<file path="config.mk">
export PLATFORM = sky130hd
export DESIGN_NAME = spsb_sorter
export DESIGN_NICKNAME = d
export VERILOG_FILES = /design/src/hw/rtl/spsb_pkg.sv /design/src/hw/rtl/spsb_cmp.sv /design/src/hw/rtl/spsb_sorter.sv
export VERILOG_INCLUDE_DIRS = /design/src /design/src/hw/rtl
export SDC_FILE = /design/constraint.sdc
export NUM_CORES = 2
export LEC_CHECK = 0
export ABC_AREA = 0
export BUFFER_PORTS_ARGS = -buffer_cell sky130_fd_sc_hd__buf_4
export CAP_MARGIN = 10
export CORE_UTILIZATION = 60
export CTS_CLUSTER_DIAMETER = 30
export DETAILED_ROUTE_END_ITERATION = 6
export MAX_ROUTING_LAYER = met4
export PLACE_DENSITY = 0.8
export REMOVE_ABC_BUFFERS = 1
export SLEW_MARGIN = 30
export SYNTH_ARGS = -nofsm -noshare
export SYNTH_HDL_FRONTEND = slang
export SYNTH_MEMORY_MAX_BITS = 65536
export SYNTH_SLANG_ARGS = --single-unit
</file>
<file path="constraint.sdc">
create_clock -name clk -period 10.9 [get_ports clk]
set_input_delay 2.18 -clock clk [delete_from_list [all_inputs] [get_ports clk]]
set_output_delay 2.18 -clock clk [all_outputs]
set_load 0.05 [all_outputs]
</file>
<file path="src/hw/rtl/sprite_sort_and_batch_assert.svh">
// assertion macros shared by the sprite sort and batch rtl
`ifndef SPRITE_SORT_AND_BATCH_ASSERT_SVH
`define SPRITE_SORT_AND_BATCH_ASSERT_SVH

// same-cycle implication, sampled on clk, off while rst_n is low
`define SPSB_ASSERT_NOW(lbl, ante, cons, msg) \
  lbl: assert property (@(posedge clk) disable iff (!rst_n) (ante) |-> (cons)) \
    else $error(msg);

// next-cycle implication, sampled on clk, off while rst_n is low
`define SPSB_ASSERT_NEXT(lbl, ante, cons, msg) \
  lbl: assert property (@(posedge clk) disable iff (!rst_n) (ante) |=> (cons)) \
    else $error(msg);

`endif

</file>
<file path="src/hw/rtl/spsb_pkg.sv">
// shared types and constants for the sprite sort and batch block
`timescale 1ns / 1ps

package spsb_pkg;

  // sort order selected by the mode register
  typedef enum logic [1:0] {
    MODE_DEPTH_ASC  = 2'd0,
    MODE_DEPTH_DESC = 2'd1,
    MODE_TEX_ASC    = 2'd2,
    MODE_NONE       = 2'd3
  } sort_mode_t;

  localparam sort_mode_t MODE_RESET = MODE_TEX_ASC;
  localparam logic [7:0] VERTS_PER_SPRITE = 8'd6;

  // one input item
  typedef struct packed {
    logic [31:0]        texture_id;
    logic signed [31:0] depth;
    logic               is_last;
  } spsb_in_t;

  // one result item
  typedef struct packed {
    logic [4:0]  sprite_index;
    logic [31:0] sprite_texture;
    logic [7:0]  vertex_offset;
    logic        starts_batch;
    logic [7:0]  batch_vertices;
    logic        overflowed;
    logic        last_result;
  } spsb_out_t;

  // frame start request from the load side to the sorter
  typedef struct packed {
    logic       go;
    sort_mode_t mode;
    logic       ovf;
  } spsb_start_t;

endpackage

</file>
<file path="src/hw/rtl/spsb_cmp.sv">
// shared 32-bit compare unit: unsigned less-than and equality
`timescale 1ns / 1ps

module spsb_cmp
  import spsb_pkg::*;
(
  input  logic [31:0] a_i,
  input  logic [31:0] b_i,
  output logic        lt_o,
  output logic        eq_o
);

  // one compare unit feeds both sort and batch decisions
  assign lt_o = (a_i < b_i);
  assign eq_o = (a_i == b_i);

endmodule

</file>
<file path="src/hw/rtl/spsb_sorter.sv">
// frame store, insertion sort sequencer, run-length pass and emission
`timescale 1ns / 1ps
`include "sprite_sort_and_batch_assert.svh"

module spsb_sorter
  import spsb_pkg::*;
#(
  parameter int MAX_SPRITES = 32,
  localparam int IW = $clog2(MAX_SPRITES),
  localparam int CW = $clog2(MAX_SPRITES + 1)
) (
  input  logic          clk,
  input  logic          rst_n,
  input  spsb_start_t   start_i,
  input  logic [CW-1:0] n_i,
  input  logic          wr_en_i,
  input  logic [IW-1:0] wr_addr_i,
  input  spsb_in_t      wr_data_i,
  output logic          busy_o,
  output logic          res_valid_o,
  output spsb_out_t     res_o
);

  localparam logic [31:0]   SIGN_FLIP = 32'h8000_0000;
  localparam logic [CW-1:0] ONE       = CW'(1);

  typedef enum logic [2:0] {
    S_IDLE,
    S_INIT,
    S_SGET,
    S_SCUR,
    S_SCMP,
    S_SPUT,
    S_RUN,
    S_EMIT
  } state_t;

  // sorted entry: arrival slot, sort key, texture
  typedef struct packed {
    logic [IW-1:0] idx;
    logic [31:0]   key;
    logic [31:0]   tex;
  } ent_t;

  // key that turns every mode into an ascending unsigned compare
  function automatic logic [31:0] sort_key(sort_mode_t m, logic [31:0] tex,
                                           logic [31:0] dep);
    case (m)
      MODE_DEPTH_ASC:  return dep ^ SIGN_FLIP;
      MODE_DEPTH_DESC: return ~(dep ^ SIGN_FLIP);
      MODE_TEX_ASC:    return tex;
      default:         return '0;
    endcase
  endfunction

  // memories
  logic [63:0]   st_mem  [MAX_SPRITES];
  ent_t          srt_mem [MAX_SPRITES];
  logic [CW-1:0] run_mem [MAX_SPRITES];

  logic [63:0]   st_rd_r;
  ent_t          srt_rd_r;
  logic [CW-1:0] run_rd_r;

  // sequencer registers
  state_t        state_r, state_nxt;
  logic [CW-1:0] cnt_r, cnt_nxt;
  logic [CW-1:0] j_r, j_nxt;
  logic [CW-1:0] n_r, n_nxt;
  sort_mode_t    mode_r, mode_nxt;
  logic          ovf_r, ovf_nxt;
  ent_t          cur_r, cur_nxt;
  logic [31:0]   nxt_tex_r, nxt_tex_nxt;
  logic [CW-1:0] run_r, run_nxt;
  logic [31:0]   prev_tex_r, prev_tex_nxt;
  logic [7:0]    voff_r, voff_nxt;

  // memory controls
  logic [IW-1:0] st_raddr;
  logic [IW-1:0] srt_raddr;
  logic          srt_we;
  logic [IW-1:0] srt_waddr;
  ent_t          srt_wdata;
  logic [IW-1:0] run_raddr;
  logic          run_we;
  logic [IW-1:0] run_waddr;
  logic [CW-1:0] run_wdata;

  // shared compare unit
  logic [31:0] cmp_a, cmp_b;
  logic        cmp_lt, cmp_eq;

  logic [CW-1:0] cnt_m1, cnt_p1, j_m1, j_m2, run_v;
  logic [IW+4:0] idx_ext;
  logic [CW+7:0] run_ext;
  logic [7:0]    run8, bverts;
  logic          is_start;

  spsb_cmp u_cmp (
    .a_i  (cmp_a),
    .b_i  (cmp_b),
    .lt_o (cmp_lt),
    .eq_o (cmp_eq)
  );

  assign cnt_m1 = cnt_r - ONE;
  assign cnt_p1 = cnt_r + ONE;
  assign j_m1   = j_r - ONE;
  assign j_m2   = j_r - CW'(2);

  // output field shaping for the entry read last cycle
  assign idx_ext = {5'b0, srt_rd_r.idx};
  assign run_ext = {8'b0, run_rd_r};
  assign run8    = run_ext[7:0];
  assign bverts  = {run8[5:0], 2'b00} + {run8[6:0], 1'b0};

  // sprite store, written by the load side
  always_ff @(posedge clk) begin
    if (wr_en_i) begin
      st_mem[wr_addr_i] <= {wr_data_i.texture_id, wr_data_i.depth};
    end
    st_rd_r <= st_mem[st_raddr];
  end

  // sorted order store
  always_ff @(posedge clk) begin
    if (srt_we) begin
      srt_mem[srt_waddr] <= srt_wdata;
    end
    srt_rd_r <= srt_mem[srt_raddr];
  end

  // run length per sorted position
  always_ff @(posedge clk) begin
    if (run_we) begin
      run_mem[run_waddr] <= run_wdata;
    end
    run_rd_r <= run_mem[run_raddr];
  end

  // sequencer next state
  always_comb begin
    state_nxt    = state_r;
    cnt_nxt      = cnt_r;
    j_nxt        = j_r;
    n_nxt        = n_r;
    mode_nxt     = mode_r;
    ovf_nxt      = ovf_r;
    cur_nxt      = cur_r;
    nxt_tex_nxt  = nxt_tex_r;
    run_nxt      = run_r;
    prev_tex_nxt = prev_tex_r;
    voff_nxt     = voff_r;
    st_raddr     = cnt_r[IW-1:0];
    srt_raddr    = cnt_r[IW-1:0];
    srt_we       = 1'b0;
    srt_waddr    = cnt_m1[IW-1:0];
    srt_wdata    = cur_r;
    run_raddr    = cnt_r[IW-1:0];
    run_we       = 1'b0;
    run_waddr    = cnt_r[IW-1:0];
    run_wdata    = run_r;
    run_v        = ONE;
    cmp_a        = '0;
    cmp_b        = '0;
    is_start     = 1'b0;
    res_valid_o  = 1'b0;
    res_o        = '0;

    case (state_r)
      S_IDLE: begin
        if (start_i.go) begin
          n_nxt     = n_i;
          mode_nxt  = start_i.mode;
          ovf_nxt   = start_i.ovf;
          cnt_nxt   = '0;
          state_nxt = S_INIT;
        end
      end

      // copy the store into the order array with keys, one slot a cycle
      S_INIT: begin
        if (cnt_r != '0) begin
          srt_we        = 1'b1;
          srt_waddr     = cnt_m1[IW-1:0];
          srt_wdata.idx = cnt_m1[IW-1:0];
          srt_wdata.key = sort_key(mode_r, st_rd_r[63:32], st_rd_r[31:0]);
          srt_wdata.tex = st_rd_r[63:32];
        end
        if (cnt_r == n_r) begin
          if (mode_r == MODE_NONE || n_r == ONE) begin
            state_nxt = S_RUN;
          end else begin
            cnt_nxt   = ONE;
            state_nxt = S_SGET;
          end
        end else begin
          cnt_nxt = cnt_p1;
        end
      end

      // fetch the entry to insert
      S_SGET: begin
        state_nxt = S_SCUR;
      end

      S_SCUR: begin
        cur_nxt   = srt_rd_r;
        j_nxt     = cnt_r;
        srt_raddr = cnt_m1[IW-1:0];
        state_nxt = S_SCMP;
      end

      // shift larger entries up until the slot is found
      S_SCMP: begin
        cmp_a     = cur_r.key;
        cmp_b     = srt_rd_r.key;
        srt_we    = 1'b1;
        srt_waddr = j_r[IW-1:0];
        if (cmp_lt) begin
          srt_wdata = srt_rd_r;
          j_nxt     = j_m1;
          if (j_m1 != '0) begin
            srt_raddr = j_m2[IW-1:0];
          end else begin
            state_nxt = S_SPUT;
          end
        end else begin
          srt_wdata = cur_r;
          cnt_nxt   = cnt_p1;
          state_nxt = (cnt_p1 == n_r) ? S_RUN : S_SGET;
        end
      end

      S_SPUT: begin
        srt_we    = 1'b1;
        srt_waddr = '0;
        srt_wdata = cur_r;
        cnt_nxt   = cnt_p1;
        state_nxt = (cnt_p1 == n_r) ? S_RUN : S_SGET;
      end

      // backward pass: length of the texture run from each position
      S_RUN: begin
        srt_raddr = cnt_m1[IW-1:0];
        if (cnt_r != n_r) begin
          cmp_a = srt_rd_r.tex;
          cmp_b = nxt_tex_r;
          if (cnt_r != n_r - ONE && cmp_eq) begin
            run_v = run_r + ONE;
          end
          run_we      = 1'b1;
          run_waddr   = cnt_r[IW-1:0];
          run_wdata   = run_v;
          run_nxt     = run_v;
          nxt_tex_nxt = srt_rd_r.tex;
        end
        if (cnt_r == '0) begin
          voff_nxt  = '0;
          state_nxt = S_EMIT;
        end else begin
          cnt_nxt = cnt_m1;
        end
      end

      // forward pass: one result per sorted position
      S_EMIT: begin
        if (cnt_r != '0) begin
          cmp_a                = srt_rd_r.tex;
          cmp_b                = prev_tex_r;
          is_start             = (cnt_r == ONE) || !cmp_eq;
          res_valid_o          = 1'b1;
          res_o.sprite_index   = idx_ext[4:0];
          res_o.sprite_texture = srt_rd_r.tex;
          res_o.vertex_offset  = voff_r;
          res_o.starts_batch   = is_start;
          res_o.batch_vertices = is_start ? bverts : 8'd0;
          res_o.overflowed     = ovf_r;
          res_o.last_result    = (cnt_r == n_r);
          prev_tex_nxt         = srt_rd_r.tex;
          voff_nxt             = voff_r + VERTS_PER_SPRITE;
        end
        if (cnt_r == n_r) begin
          state_nxt = S_IDLE;
        end else begin
          cnt_nxt = cnt_p1;
        end
      end

      default: begin
        state_nxt = S_IDLE;
      end
    endcase
  end

  // sequencer registers
  always_ff @(posedge clk) begin
    if (!rst_n) begin
      state_r <= S_IDLE;
      cnt_r   <= '0;
      j_r     <= '0;
      n_r     <= '0;
      mode_r  <= MODE_RESET;
      ovf_r   <= 1'b0;
    end else begin
      state_r <= state_nxt;
      cnt_r   <= cnt_nxt;
      j_r     <= j_nxt;
      n_r     <= n_nxt;
      mode_r  <= mode_nxt;
      ovf_r   <= ovf_nxt;
    end
    cur_r      <= cur_nxt;
    nxt_tex_r  <= nxt_tex_nxt;
    run_r      <= run_nxt;
    prev_tex_r <= prev_tex_nxt;
    voff_r     <= voff_nxt;
  end

  assign busy_o = (state_r != S_IDLE);

  // insertion point stays inside the sorted prefix
  `SPSB_ASSERT_NOW(a_shift_range, state_r == S_SCMP, (j_r != '0) && (j_r <= cnt_r), "insertion index out of range")

endmodule

</file>
# Word-level counts from Yosys, hierarchy flattened
# Memory sizes are Yosys's and may differ from the RTL's. A register that Yosys moved wholly into a read port is not among the register bits.
# Cells that the tools add are included.
[word_totals]
regBits = 171
ramBits = 4448
in_bits = 83
out_inout_bits = 58
memories = 3
[mem_list]
columns = ["name", "words", "word_bits", "rd", "rd_ports_with_merged_regs", "wr", "line", "text"]
rows = [
  ["srt_mem", 32, 69, 1, 1, 1, "spsb_sorter.sv:58", "ent_t srt_mem [MAX_SPRITES];"],
  ["st_mem", 32, 64, 1, 1, 1, "spsb_sorter.sv:57", "logic [63:0] st_mem [MAX_SPRITES];"],
  ["run_mem", 32, 6, 1, 1, 1, "spsb_sorter.sv:59", "logic [CW-1:0] run_mem [MAX_SPRITES];"],
]
[op_classes]
add_sub_neg = 8
n_lt_le_gt_ge = 1
n_eq_ne = 28
muxes = 52
bitwise = 2
n_reduce_logical = 22
[ops]
columns = ["operator", "count"]
rows = [
  ["$pmux W32 S3", 3],
  ["$mux W69", 2],
  ["$pmux W69 S2", 1],
  ["$mux W32", 4],
  ["$mux W56", 2],
  ["$mux W6", 10],
  ["$pmux W6 S6", 1],
  ["$eq A32 B32 Y1", 1],
  ["$lt A32 B32 Y1", 1],
  ["$not A32 Y32", 1],
  ["$mux W3", 8],
  ["$mux W8", 3],
  ["$pmux W3 S8", 1],
  ["$pmux W5 S2", 2],
  ["$ne A2 B2 Y1 const B", 9],
  ["$reduce_bool A6 Y1", 3],
  ["$sub A6 B1 Y6 const B", 3],
  ["$pmux W8 S2", 1],
  ["$add A6 B1 Y6 const B", 2],
  ["$eq A3 B3 Y1 const B", 4],
  ["$eq A6 B1 Y1 const B", 2],
  ["$eq A6 B6 Y1", 2],
  ["$ne A6 B6 Y1", 2],
  ["$pmux W6 S2", 1],
  ["other kinds (25)", 44],
]

# Depth between registers and ports, before layout
[logic_depth]
word_depth = 9
ltp_mapped = 25

# Cells and area by module
# A second synthesis with hierarchy kept.
[hier_totals]
hier_cells = 9328
area_unflattened_um2 = 181103.7
[by_module_without_submodules]
columns = ["module", "instances", "cells_each", "area_each_um2", "seq_area_each_um2"]
rows = [
  ["spsb_sorter", 1, 9213, 180295.4, 141155.4],
  ["spsb_cmp", 1, 115, 808.3, 0.0],
]

# Least setup slack after synthesis
# OpenSTA, ideal clock, no wires.
[synth_path]
kind = "register to output"
start = "register cnt_r[3]"
end = "output res_o[3] (netlist name)"
arrival_time_ps = 5058
required_ps = 8720
path_slack_ps = 3662
stages_incl_launch_ff = 17
cell_sequence = "dfxtp_1 clkbuf_1 xor2_1 and4b_1 nand3_1 nand2_1 inv_1 buf_1 a222oi_1 ha_1 nand2_1 nor4_2 and4_1 nand3_1 o21ai_0 inv_1 and2_1"
[synth_rtl]
columns = ["item", "line", "text"]
rows = [
  ["start, declared", "spsb_sorter.sv:67", "logic [CW-1:0] cnt_r, cnt_nxt;"],
  ["start signal, assigned", "spsb_sorter.sv:307", "cnt_r <= cnt_nxt;"],
  ["end, declared", "spsb_sorter.sv:21", "output spsb_out_t res_o"],
]

==> results.md <==
Timing:
- The worst max-slew margin expressed relative to the limit is 21.51%.
- The tightest hold path in the finished design has a slack of around 0.47 ns.
- Setup violations remaining at the end of the flow were counted as 0.
- For the final database, setup skew stands at ~0.066 ns.
- The shortest period the worst path allows is a little over 10 ns.
- Derived from the worst setup path, the maximum achievable clock frequency is just under 100 MHz.
- The worst-margin pin slew is ~1.2 ns.
- The final number of max-transition violations was 0.
- Setup repair after global routing left no endpoint under its margin.
- The final hold violation count is 0.
- Dividing the final minimum period by the clock period gives between 90% and 100%.
- In the final timing run, aggregate negative setup slack is 0 ns.

Routing:
- The final layout contains routed wiring with a total length of around 560,000 µm.
- The total via count in the routed design is around 110k.
- The number of nets still failing antenna checks after routing is 0.
- After the first detailed-routing iteration, the DRC count stood at about 20,000.
- The routed length per placed instance is roughly 37 µm.
- After detailed routing, the number of vias per cell comes to roughly 7.3.
- The first detailed-routing pass took 7 iterations.
- The detailed-route DRC error count is 22.

Floorplanning:
- The height of the die is about 550 µm.
- The initial utilization of the core area, before any placement, comes to 60.31%.
- The area of the placeable core is just over 0.3 mm².
- From left edge to right edge, the die measures about 550 µm.
- For this design the top-level I/O count stands at about 140.
- The overall die area is slightly above 0.3 mm².
- The number of cell rows is 202.

Synthesis:
- The number of flops mapped to enable cells by yosys is ~4,600.
- The distinct cell type count of the synthesized netlist is 88.
- The number of warnings issued by yosys is 0.
- Synthesis inferred 4,757 register bits.
- For this run, the leading register cell type out of synthesis is sky130_fd_sc_hd__edfxtp_1.
- The post-synth design cell area is 0.1826 mm².
- Each instance of the synthesized netlist takes up on average 17.91 µm².
- The top cell type by total area after synthesis is sky130_fd_sc_hd__edfxtp_1.
- The area share of the largest cell type after synthesis is between 70% and 80%.
- Synthesis handed over a netlist of roughly 10,000 instances.
- The sequential cell area fraction in the yosys report is around 77%.
- After synthesis, the share of flip-flops with an asynchronous set or reset is 0%.
- By area the synthesized netlist is led by sky130_fd_sc_hd__edfxtp_1, sky130_fd_sc_hd__mux4_2, sky130_fd_sc_hd__nand2_1, sky130_fd_sc_hd__mux2i_1, sky130_fd_sc_hd__dfxtp_1.

Pwr:
- Power spread over the standard cell area amounts to roughly 310 mW/mm².
- Summed over all cells, the static leakage comes to ~70 nW.
- The worst ir drop on vdd is about 830 µV.

Flow run:
- The number of max-cap violations is 0.

Global route:
- The number of antenna violations at the first check in global routing came to 45.
- The first-pass GRT wire length is 779,100 µm.
- Global routing used a little under two fifths of the available tracks across all layers.
- The via count of the first global-routing pass came to 111,200.
- The global-route congestion overflow total is 0.
- The largest net degree at the start of global routing is between 100 and 150.

Worst setup path:
- The slack of the worst reg-to-reg path is approximately 1.8 ns.
- The cell with the largest stage delay on the worst path is sky130_fd_sc_hd__o21ai_0.
- The startpoint identified for the worst register-to-register timing path is cnt_r[2]$_SDFFE_PN0P_.
- At the worst endpoint, the required time is ~8.7 ns.
- The highest net fanout along the worst path is 45.
- STA classifies the critical path startpoint as a flop.
- Counting stages on the worst path, the most repeated cell is sky130_fd_sc_hd__nand3_1.
- Counting cells, the worst reg-to-reg path comes to 18.
- The critical path is of the reg2out type.
- STA puts the critical path data arrival time at a little under 8 ns.
- The signal on the critical path passes through xnor2_1 > and4b_1 > nand3_1 > nand2_1 > clkinv_2 > buf_12 > a222oi_1 > ha_1 > nand4_1 > nor4_2 > and4_1 > nand3_1 > o21ai_0 > inv_1 > and2_1 > buf_4.
- The endpoint of the lowest-slack register-to-register path is srt_rd_r[32]$_DFF_P_.
- The delay of the slowest cell on the worst path is 0.87 ns.
- The startpoint of the most critical setup path is cnt_r[2]$_SDFFE_PN0P_.
- The end point of the critical path is res_o[5].
- The worst setup path is captured at an output port.

Placement:
- The half-perimeter wire length of the detailed placement result is 262,100 µm.
- The count of buffers added on input and output ports is roughly 140.
- The final estimated routing congestion in global placement is between 0.8 and 0.9.

Cells and area:
- The post-route netlist has 20.63% of its cells at a drive strength greater than 1.
- At the end of the flow, the number of nets in the layout was around 11,000.
- The library cell used most frequently in the layout, excluding fill and tap cells, is sky130_fd_sc_hd__edfxtp_1.
- The synthesis-to-finish area growth is 16.35%.
- The library cells used most frequently in the layout, excluding fill and tap cells, are sky130_fd_sc_hd__edfxtp_1, sky130_fd_sc_hd__nand2_1, sky130_fd_sc_hd__clkbuf_16, sky130_fd_sc_hd__mux4_2, sky130_fd_sc_hd__mux2i_1.

Clock tree:
- The tree is rooted in a sky130_fd_sc_hd__clkbuf_16.
- The later pin in the worst-skew pair is clocked with a latency of roughly 1.1 ns.
- The buffer levels on the longest clock path is 4.
- Hold repair after CTS inserted 0 buffers.
- Gates resized during post-CTS repair numbered 0.
- The tree built by TritonCTS fans out to between 4,000 and 5,000 sinks.
- The number of buffers inserted to repair setup after CTS is 0.
- The CTS buffer count is around 650.
- The clock-pin slew of the registers on the worst-case setup and hold paths is about 0.050 ns.
- The CTS tree is built.
- The number of H-tree branching levels is 6.

Worst hold path:
- The tightest min-delay check is of the reg2reg type.

Outcome:
- The flow ran to the end, but the final reports show violations.
- The checks that failed: DRC.
[critical path, delay by kind of cell, from the launching register on]
kind / cells / cell delay [ns]
fa+ha+maj: 1 / 0.26
compound gates: 2 / 1.22
buf+inv: 4 / 1.62
simple gates: 8 / 2.61
xor+xnor: 1 / 0.20
flops: 1 / 0.85
[synth_stat cells, types with 9 or more instances]
library cell and instances:
sky130_fd_sc_hd__a21oi_1 78, sky130_fd_sc_hd__buf_4 49, sky130_fd_sc_hd__a21boi_0 10, sky130_fd_sc_hd__inv_1 18, sky130_fd_sc_hd__xor2_1 18, sky130_fd_sc_hd__nand3_1 311
sky130_fd_sc_hd__and3_1 74, sky130_fd_sc_hd__a222oi_1 32, sky130_fd_sc_hd__buf_2 162, sky130_fd_sc_hd__nor4_1 13, sky130_fd_sc_hd__a221oi_2 50, sky130_fd_sc_hd__buf_1 96
sky130_fd_sc_hd__a221oi_1 32, sky130_fd_sc_hd__a211oi_1 129, sky130_fd_sc_hd__nand2_1 1315, sky130_fd_sc_hd__xnor2_1 47, sky130_fd_sc_hd__o32ai_1 12, sky130_fd_sc_hd__o2111ai_1 58
sky130_fd_sc_hd__nor2_1 393, sky130_fd_sc_hd__a221o_1 48, sky130_fd_sc_hd__a22o_1 31, sky130_fd_sc_hd__a311oi_1 72, sky130_fd_sc_hd__a31oi_1 72, sky130_fd_sc_hd__clkbuf_1 334
sky130_fd_sc_hd__ha_1 49, sky130_fd_sc_hd__mux2i_1 416, sky130_fd_sc_hd__nor2b_1 13, sky130_fd_sc_hd__dfxtp_1 169, sky130_fd_sc_hd__o22ai_1 85, sky130_fd_sc_hd__a22oi_1 315
sky130_fd_sc_hd__o21ai_0 97, sky130_fd_sc_hd__nand2b_1 9, sky130_fd_sc_hd__nand4_1 135, sky130_fd_sc_hd__edfxtp_1 4588, sky130_fd_sc_hd__mux4_2 560, sky130_fd_sc_hd__and2_1 61
sky130_fd_sc_hd__nor3_1 16, sky130_fd_sc_hd__a32oi_1 139
[cells by family (layout without fill, tap and decap cells)]
kind of cell | count (synthesis) | after routing | synth area share [%]
DFF | 4757 | 4757 | 77.30
and+or+nand+nor | 2376 | 2376 | 5.621
AOI/OAI and AO/OA | 1308 | 1308 | 5.648
muxes | 976 | 976 | 9.186
buffers and inverters | 665 | 1640 | 1.589
xor gates and xnor gates | 65 | 65 | 0.3117
adders and majority gates | 50 | 50 | 0.3467
other | 1 | 46 | 0.002053
[worst min-delay path by stage]
| stage | to | cells past startpoint | from | slack [ns] |
|---|---|---|---|---|
| 6_report | cur_r[39]$_DFFE_PP_ | 0 | srt_rd_r[39]$_DFF_P_ | 0.47 |
| 5_1_grt | cur_r[39]$_DFFE_PP_ | 0 | srt_rd_r[39]$_DFF_P_ | 0.48 |
| 4_1_cts | cur_r[39]$_DFFE_PP_ | 0 | srt_rd_r[39]$_DFF_P_ | 0.47 |
| 3_5_place_dp | cur_r[39]$_DFFE_PP_ | 0 | srt_rd_r[39]$_DFF_P_ | 0.46 |
| 3_3_place_gp | ovf_r$_SDFFE_PN0P_ | 2 | ovf_r$_SDFFE_PN0P_ | 0.45 |
| 2_1_floorplan | cur_r[66]$_DFFE_PP_ | 0 | idx_ext[2]$_DFF_P_ | 0.42 |
[metrics by stage]
step	area, µm²	utilization, %	cells	worst slack (ns)	total power, W
finish	212500	70.18	15200	0.8259	0.06571
global placement	188600	62.29	13910	2.445	0.04158
CTS	212100	70.05	15150	1.109	0.06488
detailed placement	189000	62.41	13920	2.269	0.04240
global route	212500	70.17	15190	0.6572	0.06696
floorplan	179800	-	9553	-30.75	0.03668
[state kept, by name, indices dropped and copies added (netlist names)]
register	cells
srt_mem	2208
st_mem	2048
run_mem	192
cur_r	69
srt_rd_r	64
st_rd_r	64
nxt_tex_r	32
prev_tex_r	32
voff_r	7
cnt_r	6
j_r	6
n_r	6
run_r	6
run_rd_r	6
idx_ext	5
state_r	3
mode_r	2
ovf_r	1
[layout make-up]
class | count | area (µm²)
tap | 3978 | 4977
timing repair buffer | 396 | 3649
inverter | 19 | 75.07
multi-input combinational | 4777 | 39360
clock buffer | 733 | 16940
antenna | 44 | 110.1
fill | 16480 | 90310
clock inverter | 492 | 6208
sequential | 4757 | 141200
[layer usage]
layer / vias to the layer above / routed length, µm / global-route usage, % / share of wire, %
met1: 54660 / 172600 / 43.55 / 31
met4: 0 / 39530 / 22.49 / 7.1
met2: 11270 / 265100 / 56.71 / 47
met5: - / 0 / - / 0
li1: 42030 / - / - / -
met3: 2630 / 80860 / 9.764 / 14
[where the power goes]
group	switching, W	internal (W)	total (W)
Sequential	0.000938	0.0229	0.0238
Clock	0.00890	0.0134	0.0223
Combinational	0.0139	0.00576	0.0196
Total	0.0237	0.0420	0.0657
(Power assumes the default switching activity.)
